<file path="config.mk">
export PLATFORM = sky130hd
export DESIGN_NAME = rfid_ascii_hex_frame_parser_unit
export DESIGN_NICKNAME = d
export VERILOG_FILES = /design/src/design/rahfp_pkg.sv /design/src/design/rfid_ascii_hex_frame_parser_unit.sv /design/src/design/rahfp_byte_reg.sv /design/src/design/rahfp_deframer.sv /design/src/design/rahfp_out_reg.sv
export VERILOG_INCLUDE_DIRS = /design/src /design/src/design
export SDC_FILE = /design/constraint.sdc
export NUM_CORES = 1
export LEC_CHECK = 0
export BUFFER_PORTS_ARGS = -buffer_cell sky130_fd_sc_hd__buf_2
export CORE_MARGIN = 2
export CORE_UTILIZATION = 30
export CTS_CLUSTER_SIZE = 28
export DETAILED_ROUTE_END_ITERATION = 12
export HOLD_SLACK_MARGIN = 0.08
export SYNTH_ARGS = -nofsm -noshare
export SYNTH_HDL_FRONTEND = slang
export SYNTH_HIERARCHICAL = 1
export SYNTH_SLANG_ARGS = --single-unit
</file>
<file path="constraint.sdc">
create_clock -name clk -period 11.9 [get_ports clk]
set_input_delay 2.38 -clock clk [delete_from_list [all_inputs] [get_ports clk]]
set_output_delay 2.38 -clock clk [all_outputs]
set_load 0.02 [all_outputs]
</file>
<file path="src/design/rfid_ascii_hex_frame_parser_unit_assert.svh">
// ----------------------------------------------------------------------------
// rfid ascii hex frame parser assertion macros
// shared property wrappers for the frame parser checks
// ----------------------------------------------------------------------------
`ifndef RFID_ASCII_HEX_FRAME_PARSER_UNIT_ASSERT_SVH
`define RFID_ASCII_HEX_FRAME_PARSER_UNIT_ASSERT_SVH

// same-cycle implication, disabled while reset is held
`define RAHFP_ASSERT_SAME(label, clk, rst_n, ante, cons, msg) \
  label: assert property (@(posedge clk) disable iff (!rst_n) (ante) |-> (cons)) \
    else $error(msg);

// next-cycle implication, disabled while reset is held
`define RAHFP_ASSERT_NEXT(label, clk, rst_n, ante, cons, msg) \
  label: assert property (@(posedge clk) disable iff (!rst_n) (ante) |=> (cons)) \
    else $error(msg);

`endif

</file>
<file path="src/design/rahfp_pkg.sv">
// ----------------------------------------------------------------------------
// rahfp_pkg
// shared types, byte codes and hex digit decode for the frame parser
// ----------------------------------------------------------------------------
package rahfp_pkg;

  localparam int ByteW = 8;
  localparam int TagW  = 40;
  localparam int PosW  = 4;

  typedef logic [ByteW-1:0] byte_t;
  typedef logic [TagW-1:0]  tag_t;
  typedef logic [PosW-1:0]  pos_t;

  localparam byte_t BYTE_STX = 8'h02;
  localparam byte_t BYTE_CR  = 8'h0D;
  localparam byte_t BYTE_LF  = 8'h0A;
  localparam byte_t BYTE_ETX = 8'h03;

  localparam pos_t POS_IDLE  = 4'd0;
  localparam pos_t POS_DIG0  = 4'd1;
  localparam pos_t POS_DIGN  = 4'd10;
  localparam pos_t POS_CR    = 4'd11;
  localparam pos_t POS_LF    = 4'd12;
  localparam pos_t POS_ETX   = 4'd13;

  typedef struct packed {
    logic       ok;
    logic [3:0] nib;
  } hex_t;

  // result handed from the deframer to the output register
  typedef struct packed {
    logic load;
    tag_t tag;
  } res_t;

  function automatic hex_t hex_decode(input byte_t b);
    hex_t  h;
    byte_t d;
    h = '0;
    d = '0;
    if (b inside {[8'h30:8'h39]}) begin
      d = b - 8'h30;
      h.ok = 1'b1;
    end else if (b inside {[8'h41:8'h46]}) begin
      d = b - 8'h37;
      h.ok = 1'b1;
    end else if (b inside {[8'h61:8'h66]}) begin
      d = b - 8'h57;
      h.ok = 1'b1;
    end
    h.nib = d[3:0];
    return h;
  endfunction

endpackage

</file>
<file path="src/design/rfid_ascii_hex_frame_parser_unit.sv">
// ----------------------------------------------------------------------------
// rfid_ascii_hex_frame_parser_unit
// deframes STX / ten hex digits / CR LF ETX into a 40-bit tag identifier
// ----------------------------------------------------------------------------
// in_* carries one received serial byte per request in in_tdata[7:0].
// out_* carries one 40-bit tag identifier per complete frame, the first hex
// digit in the top nibble. bytes outside a frame, or a frame broken by a bad
// digit or terminator, give no result; the parser then waits for a new STX.
// throughput is one byte per cycle unless an ETX result waits on a stalled result
// register: the input register is emptied every cycle in which the deframer's
// position counter and shift register take its byte. after its ETX has passed
// the input register, an identifier is loaded into the result register, which
// drives out_tvalid. when the receiver stalls, the result register holds its
// identifier; bytes that give no result keep flowing, and only a second ETX
// result waits, which then backs up into in_tready.
// reset (rst_n low, synchronous) empties both registers, clears the shift
// register and puts the parser back to waiting for STX.
// ----------------------------------------------------------------------------
`include "rfid_ascii_hex_frame_parser_unit_assert.svh"

module rfid_ascii_hex_frame_parser_unit (
  input  logic        clk,
  input  logic        rst_n,
  input  logic        in_tvalid,
  output logic        in_tready,
  input  logic [7:0]  in_tdata,   // [7:0] rx_byte
  output logic        out_tvalid,
  input  logic        out_tready,
  output logic [39:0] out_tdata   // [39:0] tag_id
);

  logic             byte_valid;
  rahfp_pkg::byte_t byte_q;
  logic             take;
  logic             out_free;
  rahfp_pkg::res_t  res;
  rahfp_pkg::pos_t  frame_pos;

  rahfp_byte_reg u_byte_reg (
    .clk       (clk),
    .rst_n     (rst_n),
    .in_tvalid (in_tvalid),
    .in_tready (in_tready),
    .in_tdata  (in_tdata),
    .take      (take),
    .valid_r   (byte_valid),
    .byte_r    (byte_q)
  );

  rahfp_deframer u_deframer (
    .clk       (clk),
    .rst_n     (rst_n),
    .valid     (byte_valid),
    .rx_byte   (byte_q),
    .out_free  (out_free),
    .take      (take),
    .res       (res),
    .frame_pos (frame_pos)
  );

  rahfp_out_reg u_out_reg (
    .clk        (clk),
    .rst_n      (rst_n),
    .res        (res),
    .out_free   (out_free),
    .out_tvalid (out_tvalid),
    .out_tready (out_tready),
    .out_tdata  (out_tdata)
  );

  `RAHFP_ASSERT_SAME(a_ready_when_drained, clk, rst_n, out_tready, in_tready,
    "input stalled although the output is being drained")
  `RAHFP_ASSERT_NEXT(a_load_sets_valid, clk, rst_n, res.load, out_tvalid,
    "loaded identifier did not show on the output")
  `RAHFP_ASSERT_SAME(a_pos_in_range, clk, rst_n, 1'b1,
    frame_pos <= rahfp_pkg::POS_ETX, "frame position beyond ETX slot")
  `RAHFP_ASSERT_SAME(a_rise_from_load, clk, rst_n, $rose(out_tvalid), $past(res.load),
    "output valid rose without a frame result")

endmodule

</file>
<file path="src/design/rahfp_byte_reg.sv">
// ----------------------------------------------------------------------------
// rahfp_byte_reg
// input register stage holding one received byte request
// ----------------------------------------------------------------------------
module rahfp_byte_reg (
  input  logic            clk,
  input  logic            rst_n,
  input  logic            in_tvalid,
  output logic            in_tready,
  input  rahfp_pkg::byte_t in_tdata,
  input  logic            take,
  output logic            valid_r,
  output rahfp_pkg::byte_t byte_r
);

  logic valid_nxt;

  assign in_tready = !valid_r || take;

  always_comb begin
    valid_nxt = valid_r;
    if (in_tvalid && in_tready) begin
      valid_nxt = 1'b1;
    end else if (take) begin
      valid_nxt = 1'b0;
    end
  end

  always_ff @(posedge clk) begin
    if (!rst_n) begin
      valid_r <= 1'b0;
    end else begin
      valid_r <= valid_nxt;
    end
  end

  always_ff @(posedge clk) begin
    if (in_tvalid && in_tready) begin
      byte_r <= in_tdata;
    end
  end

endmodule

</file>
<file path="src/design/rahfp_deframer.sv">
// ----------------------------------------------------------------------------
// rahfp_deframer
// frame position counter and identifier shift register
// ----------------------------------------------------------------------------
module rahfp_deframer (
  input  logic             clk,
  input  logic             rst_n,
  input  logic             valid,
  input  rahfp_pkg::byte_t rx_byte,
  input  logic             out_free,
  output logic             take,
  output rahfp_pkg::res_t  res,
  output rahfp_pkg::pos_t  frame_pos
);

  rahfp_pkg::pos_t pos_r, pos_nxt;
  rahfp_pkg::tag_t id_r, id_nxt;
  rahfp_pkg::hex_t hex;
  logic            emit;

  always_comb begin
    hex     = rahfp_pkg::hex_decode(rx_byte);
    pos_nxt = rahfp_pkg::POS_IDLE;
    id_nxt  = id_r;
    emit    = 1'b0;
    if (pos_r == rahfp_pkg::POS_IDLE) begin
      if (rx_byte == rahfp_pkg::BYTE_STX) begin
        pos_nxt = rahfp_pkg::POS_DIG0;
      end
    end else if (pos_r <= rahfp_pkg::POS_DIGN) begin
      if (hex.ok) begin
        id_nxt  = {id_r[rahfp_pkg::TagW-5:0], hex.nib};
        pos_nxt = pos_r + 4'd1;
      end
    end else if (pos_r == rahfp_pkg::POS_CR) begin
      if (rx_byte == rahfp_pkg::BYTE_CR) begin
        pos_nxt = rahfp_pkg::POS_LF;
      end
    end else if (pos_r == rahfp_pkg::POS_LF) begin
      if (rx_byte == rahfp_pkg::BYTE_LF) begin
        pos_nxt = rahfp_pkg::POS_ETX;
      end
    end else if (pos_r == rahfp_pkg::POS_ETX) begin
      emit = (rx_byte == rahfp_pkg::BYTE_ETX);
    end
  end

  // a byte that yields no result never waits on the output side
  assign take      = valid && (out_free || !emit);
  assign res       = '{load: take && emit, tag: id_r};
  assign frame_pos = pos_r;

  always_ff @(posedge clk) begin
    if (!rst_n) begin
      pos_r <= rahfp_pkg::POS_IDLE;
      id_r  <= '0;
    end else if (take) begin
      pos_r <= pos_nxt;
      id_r  <= id_nxt;
    end
  end

endmodule

</file>
<file path="src/design/rahfp_out_reg.sv">
// ----------------------------------------------------------------------------
// rahfp_out_reg
// result register driving the tag identifier stream
// ----------------------------------------------------------------------------
module rahfp_out_reg (
  input  logic            clk,
  input  logic            rst_n,
  input  rahfp_pkg::res_t res,
  output logic            out_free,
  output logic            out_tvalid,
  input  logic            out_tready,
  output rahfp_pkg::tag_t out_tdata
);

  logic            valid_r, valid_nxt;
  rahfp_pkg::tag_t tag_r;

  assign out_free   = !valid_r || out_tready;
  assign out_tvalid = valid_r;
  assign out_tdata  = tag_r;

  always_comb begin
    valid_nxt = valid_r;
    if (res.load) begin
      valid_nxt = 1'b1;
    end else if (out_tready) begin
      valid_nxt = 1'b0;
    end
  end

  always_ff @(posedge clk) begin
    if (!rst_n) begin
      valid_r <= 1'b0;
    end else begin
      valid_r <= valid_nxt;
    end
  end

  always_ff @(posedge clk) begin
    if (res.load) begin
      tag_r <= res.tag;
    end
  end

endmodule

</file>
==> metrics.yaml <==
met1Wirelength_mm: 2.67
vias: 2327
yosys-top-cells-count: "76 x nand2_1, 48 x edfxtp_1, 46 x dfxtp_1, 29 x a21oi_1, 11 x nor2_1"
grt_max_degree: 45
grt_pass1_wl_mm: 10.4
design.die.area_sq_mm: 0.0128
tightest_slew_ns: 0.702
antenna_left: 0
netlist_instances: 302
yosysMostFrequentCell: "nand2_1"
netlist_area_sq_mm: 0.00359
antenna_found_initial: 0
syn_avg_cell_area_sq_um: 11.9
grt_setup_unrepaired: "no"
cp.required_ns: 9.52
slew-limit-headroom_pct: 52.8
firstDrtPassIters: 5
drc_errors: 0
post_cts_resize_count: 0
seq_area_frac_synth_pct: 65.9
worstRegToRegCells: 8
run_status: "finished clean"
clock_sinks: 94
area_delta_synth_final_pct: 19.1
grt_overflow: 0
cts_root_buf: "clkbuf_16"
fin_util_pct: 37.0
rows: 39
maxCapViolCount: 0
min_period_over_period_pct: 50.7
cts_inserted_buffers: 9
fill_cells: 1130
route.met3.wl_um: 317
hp-class: "flip-flop to flip-flop"
htreeDepth: 3
cts_setup_buffers: 0
clkTransAtPathRegs_ns: 0.07
die_width_um: 113
vias_per_cell: 4.62
routabilityCongestion: 0.764
clk_latency_ns: 0.34
drive_gt1_share_pct: 26.3
dp_slack_ns: 5.88
crit_type: "input pin to output port"
drt_wl_total_mm: 6.25
die_h_um: 113
synth_top_cell_area_share_pct: 40.2
regArea_sq_mm: 0.00236
holdWs_ns: 0.433
synth-main-ff-cell: "edfxtp_1"
end_kind: "output port"
fin_crit_ns: 6.03
clock.fmax_mhz: 166
multi_input_area_sq_mm: 0.00110
core-area_sq_mm: 0.0116
synth_edf_count: 48
drv_slew: 0
synth_nets: 322
ys_warn_count: 6
setup-tns-final_ns: 0
met2WireLength_mm: 3.14
synth_area_leader_cell: "edfxtp_1"
cts_hold_buf: 0
placedInstanceArea_sq_mm: 0.00397
grt_pass1_vias: 2273
top_layer: "met4"
crit_path_end: "in_tready"
critical_path_peak_fanout: 6
portBuffers: 53
cellPowerDensity_mw_per_mm2: 149
synth_area_leaders: "edfxtp_1 40%, dfxtp_1 26%, nand2_1 8.0%"
ir_drop_mv: 0.0698
ys_types: 46
worstReg2RegStart: "u_byte_reg/byte_r[0]"
finClkSkew_ns: 0.0101
design_area_sq_mm: 0.00427
r2r_end: "u_deframer/id_r[0]"
synth_seq_cells: 94
routedWlPerCell_um: 12.4
setup_viol: 0
ios: 54
async_flop_share_pct: 0
r2r_slack_ns: 9.31
worstPathArrival_ns: 3.65
p_leak_nw: 1.48
hold_viol: 0
drt_iter0_drc: 118
setup_ws_ns: 5.87
start_kind: "input pin"
dp.final_hpwl_mm: 4.03
cts_max_path_buffers: 2
initial_core_util_pct: 31.0
tritoncts: "done"
diodes: 0
fin_nets: 376
grtUsageTotal_pct: 10.1
startpoint: "out_tready"
==> cells by family (layout without fill, tap and decap cells) <==
kind of cell / count (synthesis) / after routing / share of synthesized area (%)
multiplexers: 1 / 1 / 0.279
buffers and inverters: 25 / 84 / 3.77
AND/OR/NAND/NOR: 109 / 109 / 14.1
adder cells (fa/ha/maj): 8 / 8 / 2.79
AO/OA/AOI/OAI: 63 / 63 / 12.8
flip-flops: 94 / 94 / 65.9
XOR/XNOR: 2 / 2 / 0.488
==> flip-flops by register name (all words and copies together), names as in the netlist <==
signal,flops
u_deframer/id_r,40
u_byte_reg/valid_r,1
u_byte_reg/byte_r,8
u_out_reg/out_tvalid,1
u_deframer/frame_pos,4
u_out_reg/out_tdata,40
==> cells in the final DEF (no fill, tap or decap), types with 3 or more instances in the layout <==
master	n
inv_1	10
ha_1	8
o21ai_0	3
a211oi_1	3
inv_8	3
clkbuf_16	9
a21oi_1	29
buf_2	53
nand2_1	76
buf_4	4
dfxtp_1	46
a21oi_2	10
edfxtp_1	48
nor2_1	11
nand3_1	3
==> stage by stage <==
step / power [mW] / instances
after CTS: 0.646 / 504
after global placement: 0.363 / 488
after detailed placement: 0.364 / 488
after floorplan: 0.359 / 302
after global routing: 0.659 / 504
final: 0.638 / 504
==> critical path: stages <==
cell and delay (ns):
buf_2 0.09, nand2b_4 0.13, nor4bb_1 0.37, a31oi_1 0.26
nand2b_4 0.25, buf_2 0.16
==> routing by layer <==
metal,vias to the layer above,GRT usage (%)
met1,1086,11.8
met5,-,0
li1,1163,-
met3,12,3.21
met4,0,4.47
met2,66,17.0
==> final cells by class <==
class | count | share of cell area, %
Inverter | 11 | 0.966
Clock buffer | 9 | 5.27
Sequential cell | 94 | 55.3
Multi-Input combinational cell | 183 | 25.6
Timing Repair Buffer | 57 | 6.91
Tap cell | 143 | 4.19
Clock inverter | 7 | 1.76
==> how the worst min path moves through the flow <==
stage | to | slack [ns] | startpoint | cells past startpoint
finish | u_out_reg/out_tdata[37] | 0.43 | u_deframer/id_r[37] | 0
global route | u_out_reg/out_tdata[37] | 0.44 | u_deframer/id_r[37] | 0
CTS | u_out_reg/out_tdata[37] | 0.43 | u_deframer/id_r[37] | 0
detailed placement | u_out_reg/out_tdata[37] | 0.42 | u_deframer/id_r[37] | 0
global placement | u_out_reg/out_tdata[36] | 0.42 | u_deframer/id_r[36] | 0
floorplan | u_out_reg/out_tdata[36] | 0.41 | u_deframer/id_r[36] | 0
==> power breakdown <==
| group | leakage (nW) | switching, mW | internal [mW] | total [mW] |
|---|---|---|---|---|
| logic | 0.515 | 0.00859 | 0.00587 | 0.0145 |
| registers | 0.818 | 0.00228 | 0.340 | 0.342 |
| clock network | 0.145 | 0.132 | 0.149 | 0.281 |
| total | 1.48 | 0.143 | 0.494 | 0.638 |
No activity file was read; power rests on OpenSTA's default activity.
